## src/sv/bsc_pkg.sv

```systemverilog
package bsc_pkg;

   localparam int DEF_MAX_PROCESSES = 16;
   localparam int DEF_MAX_RESOURCES = 8;
   localparam int QUEUE_DEPTH       = 2;

   localparam int OP_W     = 2;
   localparam int PID_W    = 4;
   localparam int RID_W    = 3;
   localparam int UNITS_W  = 15;
   localparam int AVAIL_W  = 17;
   localparam int COUNT_W  = 5;
   localparam int NRES_W   = 4;
   localparam int CSR_IDX_W  = 1;
   localparam int CSR_DATA_W = 5;

   localparam logic [CSR_IDX_W-1:0] CSR_NUM_PROCESSES = 1'b0;
   localparam logic [CSR_IDX_W-1:0] CSR_NUM_RESOURCES = 1'b1;

   localparam logic [COUNT_W-1:0] NUM_PROCESSES_RESET = 5'd4;
   localparam logic [NRES_W-1:0]  NUM_RESOURCES_RESET = 4'd3;

   localparam logic KIND_SEQUENCED = 1'b0;
   localparam logic KIND_SUMMARY   = 1'b1;

   localparam logic signed [AVAIL_W:0] AVAIL_MAX = 18'sd65535;
   localparam logic signed [AVAIL_W:0] AVAIL_MIN = -18'sd65536;

   typedef enum logic [OP_W-1:0] {
      OP_TOTAL = 2'd0,
      OP_ENTRY = 2'd1,
      OP_RUN   = 2'd2,
      OP_NONE  = 2'd3
   } op_type;

   typedef struct packed {
      op_type               op;
      logic [PID_W-1:0]     pid;
      logic [RID_W-1:0]     rid;
      logic [UNITS_W-1:0]   total;
      logic [UNITS_W-1:0]   claim;
      logic [UNITS_W-1:0]   alloc;
   } cmd_type;

   typedef struct packed {
      logic                 kind;
      logic [PID_W-1:0]     pid;
      logic                 deadlock;
      logic [COUNT_W-1:0]   count;
      logic                 last;
   } rsp_type;

   typedef enum logic [2:0] {
      ST_IDLE,
      ST_PROC,
      ST_CHK_RD,
      ST_CHK_CMP,
      ST_RET_RD,
      ST_RET_WR,
      ST_EMIT,
      ST_SUMMARY
   } state_type;

   function automatic logic signed [AVAIL_W-1:0] sat17(input logic signed [AVAIL_W:0] v);
      logic signed [AVAIL_W-1:0] r;
      if (v > AVAIL_MAX) begin
         r = AVAIL_MAX[AVAIL_W-1:0];
      end else if (v < AVAIL_MIN) begin
         r = AVAIL_MIN[AVAIL_W-1:0];
      end else begin
         r = v[AVAIL_W-1:0];
      end
      return r;
   endfunction

endpackage

```

## src/sv/bsc_fifo.sv

```systemverilog
module bsc_fifo #(
   parameter int  DEPTH = bsc_pkg::QUEUE_DEPTH,
   parameter type item_type = bsc_pkg::cmd_type
) (
   input  logic     clock,
   input  logic     reset,
   input  logic     push,
   input  item_type push_data,
   output logic     full,
   input  logic     pop,
   output item_type pop_data,
   output logic     empty
);
   localparam int AW = (DEPTH > 1) ? $clog2(DEPTH) : 1;
   localparam int CW = $clog2(DEPTH + 1);

   item_type        mem_ff [DEPTH];
   logic [AW-1:0]   wr_ptr_ff, wr_ptr_in;
   logic [AW-1:0]   rd_ptr_ff, rd_ptr_in;
   logic [CW-1:0]   count_ff, count_in;
   logic            do_push, do_pop;

   assign full     = (count_ff == CW'(DEPTH));
   assign empty    = (count_ff == '0);
   assign do_push  = push && !full;
   assign do_pop   = pop && !empty;
   assign pop_data = mem_ff[rd_ptr_ff];

   always_comb begin
      wr_ptr_in = wr_ptr_ff;
      rd_ptr_in = rd_ptr_ff;
      count_in  = count_ff;
      if (do_push) begin
         wr_ptr_in = (wr_ptr_ff == AW'(DEPTH - 1)) ? '0 : AW'(wr_ptr_ff + 1'b1);
      end
      if (do_pop) begin
         rd_ptr_in = (rd_ptr_ff == AW'(DEPTH - 1)) ? '0 : AW'(rd_ptr_ff + 1'b1);
      end
      if (do_push && !do_pop) begin
         count_in = CW'(count_ff + 1'b1);
      end else if (do_pop && !do_push) begin
         count_in = CW'(count_ff - 1'b1);
      end
   end

   always_ff @(posedge clock) begin
      if (reset) begin
         wr_ptr_ff <= '0;
         rd_ptr_ff <= '0;
         count_ff  <= '0;
      end else begin
         wr_ptr_ff <= wr_ptr_in;
         rd_ptr_ff <= rd_ptr_in;
         count_ff  <= count_in;
      end
   end

   always_ff @(posedge clock) begin
      if (do_push) begin
         mem_ff[wr_ptr_ff] <= push_data;
      end
   end

endmodule

```

## src/sv/bsc_front.sv

```systemverilog
module bsc_front #(
   parameter int MAX_PROCESSES = bsc_pkg::DEF_MAX_PROCESSES,
   parameter int MAX_RESOURCES = bsc_pkg::DEF_MAX_RESOURCES
) (
   input  logic                            clock,
   input  logic                            reset,
   input  logic                            req_push,
   output logic                            req_full,
   input  logic [bsc_pkg::OP_W-1:0]        req_operation,
   input  logic [bsc_pkg::PID_W-1:0]       req_process_index,
   input  logic [bsc_pkg::RID_W-1:0]       req_resource_index,
   input  logic [bsc_pkg::UNITS_W-1:0]     req_total_units,
   input  logic [bsc_pkg::UNITS_W-1:0]     req_max_claim,
   input  logic [bsc_pkg::UNITS_W-1:0]     req_allocated_units,
   output logic                            cmd_valid,
   output bsc_pkg::cmd_type                cmd,
   input  logic                            cmd_pop
);
   import bsc_pkg::*;

   cmd_type item;
   logic    keep;
   logic    rid_ok;
   logic    pid_ok;
   logic    cmd_empty;

   assign rid_ok = (int'(req_resource_index) < MAX_RESOURCES);
   assign pid_ok = (int'(req_process_index) < MAX_PROCESSES);

   always_comb begin
      item.op    = op_type'(req_operation);
      item.pid   = req_process_index;
      item.rid   = req_resource_index;
      item.total = req_total_units;
      item.claim = req_max_claim;
      item.alloc = req_allocated_units;
      unique case (item.op)
         OP_TOTAL: keep = rid_ok;
         OP_ENTRY: keep = rid_ok && pid_ok;
         OP_RUN:   keep = 1'b1;
         default:  keep = 1'b0;
      endcase
   end

   bsc_fifo #(
      .DEPTH     (QUEUE_DEPTH),
      .item_type (cmd_type)
   ) u_cmd_queue (
      .clock     (clock),
      .reset     (reset),
      .push      (req_push && keep),
      .push_data (item),
      .full      (req_full),
      .pop       (cmd_pop),
      .pop_data  (cmd),
      .empty     (cmd_empty)
   );

   assign cmd_valid = !cmd_empty;

endmodule

```

## src/sv/bsc_engine.sv

```systemverilog
module bsc_engine #(
   parameter int MAX_PROCESSES = bsc_pkg::DEF_MAX_PROCESSES,
   parameter int MAX_RESOURCES = bsc_pkg::DEF_MAX_RESOURCES
) (
   input  logic                           clock,
   input  logic                           reset,
   input  logic [bsc_pkg::COUNT_W-1:0]    num_processes,
   input  logic [bsc_pkg::NRES_W-1:0]     num_resources,
   input  logic                           cmd_valid,
   input  bsc_pkg::cmd_type               cmd,
   output logic                           cmd_pop,
   output logic                           rsp_push,
   output bsc_pkg::rsp_type               rsp,
   input  logic                           rsp_full
);
   import bsc_pkg::*;

   localparam int PCW   = $clog2(MAX_PROCESSES + 1);
   localparam int PIW   = (MAX_PROCESSES > 1) ? $clog2(MAX_PROCESSES) : 1;
   localparam int RCW   = $clog2(MAX_RESOURCES + 1);
   localparam int RIW   = (MAX_RESOURCES > 1) ? $clog2(MAX_RESOURCES) : 1;
   localparam int CELLS = MAX_PROCESSES * MAX_RESOURCES;
   localparam int CAW   = (CELLS > 1) ? $clog2(CELLS) : 1;

   state_type                   state_ff, state_in;
   logic [PCW-1:0]              i_ff, i_in;
   logic [RCW-1:0]              j_ff, j_in;
   logic [COUNT_W-1:0]          done_ff, done_in;
   logic                        prog_ff, prog_in;
   logic [MAX_PROCESSES-1:0]    seq_ff, seq_in;

   logic signed [AVAIL_W-1:0]   avail_ff [MAX_RESOURCES];
   logic signed [AVAIL_W-1:0]   need_mem_ff [CELLS];
   logic [UNITS_W-1:0]          held_mem_ff [CELLS];
   logic signed [AVAIL_W-1:0]   need_rd_ff;
   logic [UNITS_W-1:0]          held_rd_ff;

   logic [COUNT_W-1:0]          np;
   logic [RCW-1:0]              nr;
   logic [PIW-1:0]              i_idx;
   logic [RIW-1:0]              j_idx;
   logic [CAW-1:0]              run_cell;
   logic [CAW-1:0]              load_cell;
   logic [CAW-1:0]              wr_cell;
   logic [RIW-1:0]              av_idx;
   logic signed [AVAIL_W-1:0]   av_rd;
   logic                        av_we;
   logic signed [AVAIL_W-1:0]   av_wdata;
   logic                        tab_we;
   logic signed [AVAIL_W-1:0]   need_wdata;
   logic [UNITS_W-1:0]          held_wdata;
   logic signed [AVAIL_W-1:0]   need_load;

   assign np = (int'(num_processes) > MAX_PROCESSES) ? COUNT_W'(MAX_PROCESSES) : num_processes;
   assign nr = (int'(num_resources) > MAX_RESOURCES) ? RCW'(MAX_RESOURCES)
                                                     : RCW'(num_resources);

   assign i_idx     = i_ff[PIW-1:0];
   assign j_idx     = j_ff[RIW-1:0];
   assign run_cell  = CAW'(int'(i_idx) * MAX_RESOURCES + int'(j_idx));
   assign load_cell = CAW'(int'(cmd.pid) * MAX_RESOURCES + int'(cmd.rid));
   assign need_load = $signed({2'b00, cmd.claim}) - $signed({2'b00, cmd.alloc});
   assign av_rd     = avail_ff[av_idx];

   always_comb begin
      state_in   = state_ff;
      i_in       = i_ff;
      j_in       = j_ff;
      done_in    = done_ff;
      prog_in    = prog_ff;
      seq_in     = seq_ff;
      cmd_pop    = 1'b0;
      rsp_push   = 1'b0;
      rsp        = '0;
      av_idx     = j_idx;
      av_we      = 1'b0;
      av_wdata   = av_rd;
      tab_we     = 1'b0;
      wr_cell    = run_cell;
      need_wdata = need_load;
      held_wdata = '0;

      unique case (state_ff)
         ST_IDLE: begin
            av_idx = RIW'(cmd.rid);
            if (cmd_valid) begin
               cmd_pop = 1'b1;
               unique case (cmd.op)
                  OP_TOTAL: begin
                     av_we    = 1'b1;
                     av_wdata = $signed({2'b00, cmd.total});
                  end
                  OP_ENTRY: begin
                     av_we      = 1'b1;
                     av_wdata   = sat17($signed({av_rd[AVAIL_W-1], av_rd})
                                        - $signed({3'b000, cmd.alloc}));
                     tab_we     = 1'b1;
                     wr_cell    = load_cell;
                     held_wdata = cmd.alloc;
                  end
                  OP_RUN: begin
                     seq_in   = '0;
                     i_in     = '0;
                     j_in     = '0;
                     done_in  = '0;
                     prog_in  = 1'b0;
                     state_in = ST_PROC;
                  end
                  default: begin
                  end
               endcase
            end
         end

         ST_PROC: begin
            j_in = '0;
            if (done_ff == np) begin
               state_in = ST_SUMMARY;
            end else if (i_ff >= PCW'(np)) begin
               if (prog_ff) begin
                  i_in    = '0;
                  prog_in = 1'b0;
               end else begin
                  state_in = ST_SUMMARY;
               end
            end else if (seq_ff[i_idx]) begin
               i_in = PCW'(i_ff + 1'b1);
            end else if (nr == '0) begin
               state_in = ST_EMIT;
            end else begin
               state_in = ST_CHK_RD;
            end
         end

         ST_CHK_RD: begin
            state_in = ST_CHK_CMP;
         end

         ST_CHK_CMP: begin
            if (need_rd_ff > av_rd) begin
               i_in     = PCW'(i_ff + 1'b1);
               state_in = ST_PROC;
            end else if (RCW'(j_ff + 1'b1) == nr) begin
               j_in     = '0;
               state_in = ST_RET_RD;
            end else begin
               j_in     = RCW'(j_ff + 1'b1);
               state_in = ST_CHK_RD;
            end
         end

         ST_RET_RD: begin
            state_in = ST_RET_WR;
         end

         ST_RET_WR: begin
            av_we    = 1'b1;
            av_wdata = sat17($signed({av_rd[AVAIL_W-1], av_rd})
                             + $signed({3'b000, held_rd_ff}));
            tab_we     = 1'b1;
            need_wdata = need_rd_ff;
            if (RCW'(j_ff + 1'b1) == nr) begin
               state_in = ST_EMIT;
            end else begin
               j_in     = RCW'(j_ff + 1'b1);
               state_in = ST_RET_RD;
            end
         end

         ST_EMIT: begin
            if (!rsp_full) begin
               rsp_push       = 1'b1;
               rsp.kind       = KIND_SEQUENCED;
               rsp.pid        = PID_W'(i_ff);
               rsp.count      = COUNT_W'(done_ff + 1'b1);
               seq_in[i_idx]  = 1'b1;
               done_in        = COUNT_W'(done_ff + 1'b1);
               prog_in        = 1'b1;
               i_in           = PCW'(i_ff + 1'b1);
               state_in       = ST_PROC;
            end
         end

         ST_SUMMARY: begin
            if (!rsp_full) begin
               rsp_push     = 1'b1;
               rsp.kind     = KIND_SUMMARY;
               rsp.deadlock = (done_ff < np);
               rsp.count    = done_ff;
               rsp.last     = 1'b1;
               state_in     = ST_IDLE;
            end
         end

         default: begin
            state_in = ST_IDLE;
         end
      endcase
   end

   always_ff @(posedge clock) begin
      if (reset) begin
         state_ff <= ST_IDLE;
         i_ff     <= '0;
         j_ff     <= '0;
         done_ff  <= '0;
         prog_ff  <= 1'b0;
         seq_ff   <= '0;
      end else begin
         state_ff <= state_in;
         i_ff     <= i_in;
         j_ff     <= j_in;
         done_ff  <= done_in;
         prog_ff  <= prog_in;
         seq_ff   <= seq_in;
      end
   end

   always_ff @(posedge clock) begin
      if (reset) begin
         for (int k = 0; k < MAX_RESOURCES; k++) begin
            avail_ff[k] <= '0;
         end
      end else if (av_we) begin
         avail_ff[av_idx] <= av_wdata;
      end
   end

   always_ff @(posedge clock) begin
      if (tab_we) begin
         need_mem_ff[wr_cell] <= need_wdata;
         held_mem_ff[wr_cell] <= held_wdata;
      end
      need_rd_ff <= need_mem_ff[run_cell];
      held_rd_ff <= held_mem_ff[run_cell];
   end

endmodule

```

## src/sv/bankers_safety_check.sv

```systemverilog
// Channel   Ports                                   Transfer when
// request   req_push, req_full, req_<field>         req_push && !req_full
// response  rsp_pop, rsp_empty, rsp_<field>         rsp_pop && !rsp_empty
// config    csr_wr_en, csr_index, csr_wr_data       csr_wr_en
//
// A load is handled in the engine's idle state; requests queue two deep ahead of the engine.
// A run visits each process in turn; for one not yet sequenced it compares
// resources until one fails (need-table read, compare), and for a process
// sequenced it returns each resource (held-table read, then add and zero) and
// emits a result, over as many passes as needed.
// Reset clears queues, state and available counts; the tables stay unwritten.
// A full response queue holds the engine; the request queue fills behind it.
module bankers_safety_check #(
   parameter int MAX_PROCESSES = bsc_pkg::DEF_MAX_PROCESSES,
   parameter int MAX_RESOURCES = bsc_pkg::DEF_MAX_RESOURCES
) (
   input  logic                             clock,
   input  logic                             reset,
   input  logic                             req_push,
   output logic                             req_full,
   input  logic [bsc_pkg::OP_W-1:0]         req_operation,
   input  logic [bsc_pkg::PID_W-1:0]        req_process_index,
   input  logic [bsc_pkg::RID_W-1:0]        req_resource_index,
   input  logic [bsc_pkg::UNITS_W-1:0]      req_total_units,
   input  logic [bsc_pkg::UNITS_W-1:0]      req_max_claim,
   input  logic [bsc_pkg::UNITS_W-1:0]      req_allocated_units,
   output logic                             rsp_empty,
   input  logic                             rsp_pop,
   output logic                             rsp_result_kind,
   output logic [bsc_pkg::PID_W-1:0]        rsp_process_id,
   output logic                             rsp_deadlock,
   output logic [bsc_pkg::COUNT_W-1:0]      rsp_sequenced_count,
   output logic                             rsp_last,
   input  logic                             csr_wr_en,
   input  logic [bsc_pkg::CSR_IDX_W-1:0]    csr_index,
   input  logic [bsc_pkg::CSR_DATA_W-1:0]   csr_wr_data
);
   import bsc_pkg::*;

   logic [COUNT_W-1:0] num_processes_ff, num_processes_in;
   logic [NRES_W-1:0]  num_resources_ff, num_resources_in;

   logic    cmd_valid;
   cmd_type cmd;
   logic    cmd_pop;
   logic    rsp_push;
   rsp_type rsp_in;
   rsp_type rsp_head;
   logic    rsp_full;

   always_comb begin
      num_processes_in = num_processes_ff;
      num_resources_in = num_resources_ff;
      if (csr_wr_en) begin
         case (csr_index)
            CSR_NUM_PROCESSES: num_processes_in = csr_wr_data[COUNT_W-1:0];
            CSR_NUM_RESOURCES: num_resources_in = csr_wr_data[NRES_W-1:0];
            default: begin
            end
         endcase
      end
   end

   always_ff @(posedge clock) begin
      if (reset) begin
         num_processes_ff <= NUM_PROCESSES_RESET;
         num_resources_ff <= NUM_RESOURCES_RESET;
      end else begin
         num_processes_ff <= num_processes_in;
         num_resources_ff <= num_resources_in;
      end
   end

   bsc_front #(
      .MAX_PROCESSES (MAX_PROCESSES),
      .MAX_RESOURCES (MAX_RESOURCES)
   ) u_front (
      .clock               (clock),
      .reset               (reset),
      .req_push            (req_push),
      .req_full            (req_full),
      .req_operation       (req_operation),
      .req_process_index   (req_process_index),
      .req_resource_index  (req_resource_index),
      .req_total_units     (req_total_units),
      .req_max_claim       (req_max_claim),
      .req_allocated_units (req_allocated_units),
      .cmd_valid           (cmd_valid),
      .cmd                 (cmd),
      .cmd_pop             (cmd_pop)
   );

   bsc_engine #(
      .MAX_PROCESSES (MAX_PROCESSES),
      .MAX_RESOURCES (MAX_RESOURCES)
   ) u_engine (
      .clock         (clock),
      .reset         (reset),
      .num_processes (num_processes_ff),
      .num_resources (num_resources_ff),
      .cmd_valid     (cmd_valid),
      .cmd           (cmd),
      .cmd_pop       (cmd_pop),
      .rsp_push      (rsp_push),
      .rsp           (rsp_in),
      .rsp_full      (rsp_full)
   );

   bsc_fifo #(
      .DEPTH     (QUEUE_DEPTH),
      .item_type (rsp_type)
   ) u_rsp_queue (
      .clock     (clock),
      .reset     (reset),
      .push      (rsp_push),
      .push_data (rsp_in),
      .full      (rsp_full),
      .pop       (rsp_pop),
      .pop_data  (rsp_head),
      .empty     (rsp_empty)
   );

   assign rsp_result_kind     = rsp_head.kind;
   assign rsp_process_id      = rsp_head.pid;
   assign rsp_deadlock        = rsp_head.deadlock;
   assign rsp_sequenced_count = rsp_head.count;
   assign rsp_last            = rsp_head.last;

   a_no_push_when_full: assert property (@(posedge clock) disable iff (reset)
      rsp_push |-> !rsp_full)
      else $error("response pushed into a full queue");

   a_empty_after_reset: assert property (@(posedge clock)
      $past(reset) |-> rsp_empty)
      else $error("response queue not empty after reset");

   a_last_is_summary: assert property (@(posedge clock) disable iff (reset)
      !rsp_empty |-> (rsp_last == rsp_result_kind))
      else $error("last flag and result kind disagree");

   a_deadlock_on_summary: assert property (@(posedge clock) disable iff (reset)
      (!rsp_empty && rsp_deadlock) |-> rsp_last)
      else $error("deadlock flag on a sequenced result");

endmodule
```

## config.mk

```make
export PLATFORM = sky130hd
export DESIGN_NAME = bankers_safety_check
export DESIGN_NICKNAME = d
export VERILOG_FILES = /design/src/sv/bsc_pkg.sv /design/src/sv/bsc_fifo.sv /design/src/sv/bsc_front.sv /design/src/sv/bsc_engine.sv /design/src/sv/bankers_safety_check.sv
export SDC_FILE = /design/constraint.sdc
export NUM_CORES = 2
export LEC_CHECK = 0
export BUFFER_PORTS_ARGS = -buffer_cell sky130_fd_sc_hd__buf_4
export CELL_PAD_IN_SITES_DETAIL_PLACEMENT = 1
export CELL_PAD_IN_SITES_GLOBAL_PLACEMENT = 1
export CORE_AREA = 2 2 765 576
export DETAILED_ROUTE_END_ITERATION = 16
export DIE_AREA = 0 0 767 578
export GPL_ROUTABILITY_DRIVEN = 0
export MAX_ROUTING_LAYER = met4
export PLACE_DENSITY_LB_ADDON = 0.1
export SYNTH_ARGS = -nofsm -noshare
export SYNTH_HDL_FRONTEND = slang
export SYNTH_MEMORY_MAX_BITS = 65536
export SYNTH_SLANG_ARGS = --single-unit
```

## constraint.sdc

```tcl
create_clock -name clock -period 11.9 [get_ports clock]
set_input_delay 1.19 -clock clock [delete_from_list [all_inputs] [get_ports clock]]
set_output_delay 1.19 -clock clock [all_outputs]
set_load 0.01 [all_outputs]
```

# ---- Word-level counts from Yosys, hierarchy flattened
# Memories as Yosys holds them, arrays and structs flattened. A register that Yosys moved wholly into a read port is not among the register bits.
# Cells that the tools add are included.
dict set report totals {
  n_memories 5
  regBits 51
  elab_cells 223
  ramBits 4364
  output_inout_bits 14
}
# memory depth width read_ports rd_clocked_by_memory_dff wr line_no
set memory_table {}
lappend memory_table {u_engine.need_mem_ff 128 17 1 1 1 bsc_engine.sv:33} ;# logic signed [AVAIL_W-1:0] need_mem_ff [CELLS];
lappend memory_table {u_engine.held_mem_ff 128 15 1 1 1 bsc_engine.sv:34} ;# logic [UNITS_W-1:0] held_mem_ff [CELLS];
lappend memory_table {u_engine.avail_ff 8 17 1 0 8 bsc_engine.sv:32} ;# logic signed [AVAIL_W-1:0] avail_ff [MAX_RESOURCES];
lappend memory_table {u_front.u_cmd_queue.mem_ff 2 54 1 1 1 bsc_fifo.sv:17} ;# item_type mem_ff [DEPTH];
lappend memory_table {u_rsp_queue.mem_ff 2 12 1 1 1 bsc_fifo.sv:17}
dict set report classes {
  eq_ne 28
  mux 106
  n_bitwise 2
  order_cmp 11
  n_reduce_logical 41
  n_addsub 16
}
# operator n
set ops {}
lappend ops {{17-bit 2-to-1 mux} 7}
lappend ops {{17-bit case mux with 2 select lines} 2}
lappend ops {{5-bit 2-to-1 mux} 11}
lappend ops {{16-bit 2-to-1 mux} 3}
lappend ops {{15-bit 2-to-1 mux} 3}
lappend ops {{3-bit 2-to-1 mux} 13}
lappend ops {{1-bit 2-to-1 mux} 38}
lappend ops {{18-bit by 17-bit > comparator with 1-bit output, second input constant} 2}
lappend ops {{18-bit by 17-bit < comparator with 1-bit output, second input constant} 2}
lappend ops {{4-bit 2-to-1 mux} 8}
lappend ops {{16-bit case mux with 2 select lines} 1}
lappend ops {{7-bit 2-to-1 mux} 4}
lappend ops {{3-bit case mux with 8 select lines} 1}
lappend ops {{5-bit case mux with 2 select lines} 2}
lappend ops {{5-bit case mux with 4 select lines} 1}
lappend ops {{17-bit by 16-bit adder with 18-bit output} 1}
lappend ops {{17-bit by 16-bit subtractor with 18-bit output} 1}
lappend ops {{17-bit > comparator} 1}
lappend ops {{17-bit OR reduction} 1}
lappend ops {{16-bit bitwise OR} 1}
lappend ops {{4-bit case mux with 4 select lines} 1}
lappend ops {{15-bit by 15-bit subtractor with 16-bit output} 1}
lappend ops {{7-bit by 3-bit adder with 7-bit output} 2}
lappend ops {{2-bit != test, second input constant} 7}
lappend ops {{other kinds (44)} 90}

# ---- Longest topological paths before layout
# An unclocked memory read counts as a cell.
dict set report depth {
  word_depth 11
  mapped_depth 23
  depth_no_buf 17
}

# ---- By module
# From an unflattened synthesis, not the netlist that was laid out.
dict set report unflattened {
  cells_unflattened 7566
  area_unflattened_um2 173587.7
}
# module area_each_um2 cells_per_inst seq_area_each_um2 n_inst
set modules_own_cells {}
lappend modules_own_cells {bsc_engine 168019.9 7273 128403.1 1}
lappend modules_own_cells {{bsc_fifo at u_front.u_cmd_queue} 4098.9 193 3343.2 1}
lappend modules_own_cells {{bsc_fifo at u_rsp_queue} 1078.5 62 820.8 1}
lappend modules_own_cells {bankers_safety_check 375.4 36 180.2 1}
lappend modules_own_cells {bsc_front 15.0 2 0.0 1}

# ---- Worst setup path after synthesis
# No wires, ideal clock.
dict set report synth_path {
  kind {flip-flop to flip-flop}
  from {register with a tool-made name}
  to {memory u_engine.need_mem_ff[0][15], data pin}
  stages_incl_launch_ff 9
  period_less_slack_ns 12.915
  t_arrival_ns 11.121
  t_required_ns 10.105
  path_buffers 5
  setup_ns 1.795
  path_slack_ns -1.015
  path_cell_list {dfxtp_1 -> buf_2 -> clkbuf_1 -> clkbuf_1 -> buf_1 -> buf_1 -> mux2_2 -> ha_1 -> o311ai_0}
}
# item line_no
set synth_rtl {}
lappend synth_rtl {{to (decl)} bsc_engine.sv:33}

==> flow_metrics.py <==
metrics = {
    "synth": {
        "ys_seq_area_frac": 0.764,
        "synthFlopType": "edfxtp_1",
        "synth_warnings": 0,
        "async_flop_share": 0,
        "syn-mean-instance-area_um2": 22.8,
        "yosysTopAreaCellShare": 0.754,
        "synth_area_leaders": "edfxtp_1 (75%), mux4_2 (18%), dfxtp_1 (0.98%), nor2_1 (0.79%), clkbuf_1 (0.60%)",
        "synth_edf_count": 4362,
        "yosys.area.top_type": "edfxtp_1",
        "synth_nets": 7766,
        "synth_cell_types": 91,
        "syn_inst": 7618,
        "synth_seq_cells": 4447,
        "synth_area_um2": 174000,
    },
    "clock_tree": {
        "htree_num_levels": 5,
        "cts.reportedPaths.clkPinSlew_ns": 0.06,
        "cts_resized": 0,
        "insertion_delay_ns": 1.05,
        "hold_buffers": 0,
        "cts_tree": "built",
        "cts_inserted_buffers": 445,
        "cts_root_buffer": "clkbuf_16",
        "cts.path.max_buffers": 4,
        "post_cts_buffers": 0,
        "cts_sinks": 4447,
    },
    "setup_path": {
        "cp.required_ns": 12.64,
        "end_kind": "flop",
        "critical_path_class": "reg2reg",
        "critPathLaunchType": "flop",
        "cp_max_fo": 18,
        "cp.arrival_ns": 7.77,
    },
    "detailed_routing": {
        "drt_wl_total_um": 543000,
        "ant_nets": 0,
        "drc": 0,
        "first_iter_violations": 12100,
        "first_pass_iters": 5,
        "drt-wirelength-per-cell_um": 37.9,
        "vias": 86300,
        "vias_per_cell": 6.01,
    },
    "grt": {
        "antenna_found_initial": 84,
        "grt-ovfl-total": 0,
        "track_usage": 0.250,
        "grt_pass1_vias": 87000,
        "grt_max_degree": 129,
        "grt_pass1_wl_um": 742000,
    },
    "final_layout": {
        "drive_above_1_share": 0.316,
        "n_fill_cell": 39100,
        "utilization": 0.455,
        "final_cell_mix": "edfxtp_1 (4362), mux4_2 (1356), clkbuf_16 (453), buf_4 (367), nor2_1 (225)",
        "fin_nets": 8202,
        "layout_commonest_cell": "edfxtp_1",
        "area_delta_synth_final_pct": 14.1,
    },
    "die": {
        "core-area_um2": 436000,
        "die-area_um2": 443000,
        "dieHeight_um": 578,
        "ios": 79,
        "die_w_um": 767,
        "initial_utilization": 0.399,
        "rows": 210,
    },
    "sta": {
        "rsz0062_at_grt": "false",
        "finalCritPeriodShare": 0.591,
        "max_slew_margin": 0.0505,
        "setup_viol": 0,
        "worstMarginPinSlew_ns": 1.42,
        "setup_ws_ns": 4.87,
        "hold_viol_final": 0,
        "finalClockSkew_ns": 0.0563,
        "post-route-min-period_ns": 7.03,
        "fmax_ghz": 0.142,
        "slew_viol_final": 0,
    },
    "power_and_ir_drop": {
        "swShare": 0.301,
        "power.density_nw_per_um2": 217,
        "peakVddDrop_v": 0.000367,
        "seqPwrFrac": 0.482,
        "p_comb_frac": 0.193,
        "power.switching_w": 0.0129,
        "leakage_nw": 59.4,
        "p_int_w": 0.0300,
        "clkPwrFrac": 0.325,
    },
    "place": {
        "dpl.hpwl_um": 309000,
        "place_ws_ns": 4.98,
        "io_buffers": 78,
    },
    "flow_run": {
        "maxCapViolations": 0,
    },
    "worst_hold_path": {
        "hold_class": "in2reg",
    },
    "status": {
        "outcome": "completed",
    },
}
==> synth_stat cells (57+ instances only) <==
master    number
edfxtp_1    4362
mux4_2      1356
nor2_1       367
clkbuf_1     280
a21oi_1      157
nand2_1      152
buf_1         88
dfxtp_1       85
ha_1          80
mux2_2        69
o21ai_0       64
mux2i_1       57
==> metal layers <==
layer / wire length [µm] / GRT usage / vias to the layer above
met5: 0 / - / -
met4: 11400 / 0.0502 / 0
met3: 42200 / 0.0381 / 593
met2: 241000 / 0.359 / 3561
met1: 248000 / 0.381 / 48600
li1: - / - / 33500
==> metrics by stage <==
stage          total power, W  instance area (µm²)  std cells  hold WS [ns]  TNS [ns]
2_1_floorplan          0.0257               174000       7618         0.431   -259.87
5_1_grt                0.0443               198000      14300         0.277         0
6_report               0.0430               198000      14300         0.325         0
3_5_place_dp           0.0293               184000      13400         0.460         0
4_1_cts                0.0432               198000      14300         0.236         0
3_3_place_gp           0.0290               184000      13400         0.443         0
==> registers in the layout, summed over array words and instances (netlist names), 3 cells and up, named ones only <==
signal / flops
u_engine.held_mem_ff: 1920
u_engine.done_ff: 5
u_rsp_queue.mem_ff: 22
u_engine.i_ff: 5
u_engine.need_rd_ff: 17
u_engine.j_ff: 4
u_engine.held_rd_ff: 15
u_engine.need_mem_ff: 2176
u_engine.state_ff: 3
u_engine.avail_ff: 136
u_front.u_cmd_queue.mem_ff: 108
num_resources_ff: 4
num_processes_ff: 5
u_engine.seq_ff: 16
==> worst paths after layout <==
path                                          start                                          end  slack (ns)  cells past startpoint
setup reg to reg  u_engine.state_ff[1]$_SDFFE_PP0P_       u_engine.avail_ff[2][14]$_SDFFCE_PN0P_        4.87                     16
hold reg to reg    num_processes_ff[2]$_SDFFE_PP1P_             num_processes_ff[2]$_SDFFE_PP1P_        0.47                      1
hold / removal              req_allocated_units[14]  u_front.u_cmd_queue.mem_ff[1][14]$_DFFE_PP_        0.33                      1
setup / recovery  u_engine.state_ff[1]$_SDFFE_PP0P_       u_engine.avail_ff[2][14]$_SDFFCE_PN0P_        4.87                     16
==> cell families (layout without fill, tap and decap cells) <==
kind of cell | Yosys count | count (layout) | synth area share
flops | 4447 | 4447 | 0.764
other cells | 0 | 87 | 0
xor+xnor | 43 | 43 | 0.00217
compound gates | 416 | 416 | 0.0159
buf+inv | 425 | 1234 | 0.00943
fa+ha+maj | 83 | 83 | 0.00611
simple gates | 720 | 720 | 0.0191
mux | 1484 | 1484 | 0.184
==> cell type report <==
| cell class | instances | area, µm² | area share |
|---|---|---|---|
| timing repair buffer | 378 | 2980 | 0.0150 |
| antenna | 87 | 218 | 0.00110 |
| clock inverter | 284 | 2550 | 0.0129 |
| inverter | 36 | 135 | 0.000681 |
| sequential | 4447 | 133000 | 0.669 |
| multi-input combinational | 2746 | 40700 | 0.205 |
| clock buffer | 536 | 11700 | 0.0590 |
| tap | 5830 | 7290 | 0.0368 |
==> critical path, stage by stage (launching register included) <==
cell and delay (ns):
dfxtp_1 0.76, or3_1 0.66, a21o_1 0.17, and2_1 0.30, o22ai_1 0.13, o31ai_1 1.06
inv_1 0.34, fa_1 0.51, nand2b_1 0.18, a21oi_1 0.26, o221a_2 0.27, a41o_1 0.31
a21boi_1 0.15, nor4b_2 0.33, o211ai_1 0.28, a311oi_2 0.91, nor2_1 0.10
==> power by group through the flow <==
| stage | clock network, W | registers (W) | logic, W |
|---|---|---|---|
| floorplan | 0 | 0.0216 | 0.00411 |
| global placement | 0 | 0.0210 | 0.00794 |
| detailed placement | 0 | 0.0210 | 0.00831 |
| CTS | 0.0142 | 0.0207 | 0.00831 |
| global route | 0.0148 | 0.0207 | 0.00885 |
| finish | 0.0140 | 0.0207 | 0.00828 |
No activity file was read; power rests on OpenSTA's default activity.
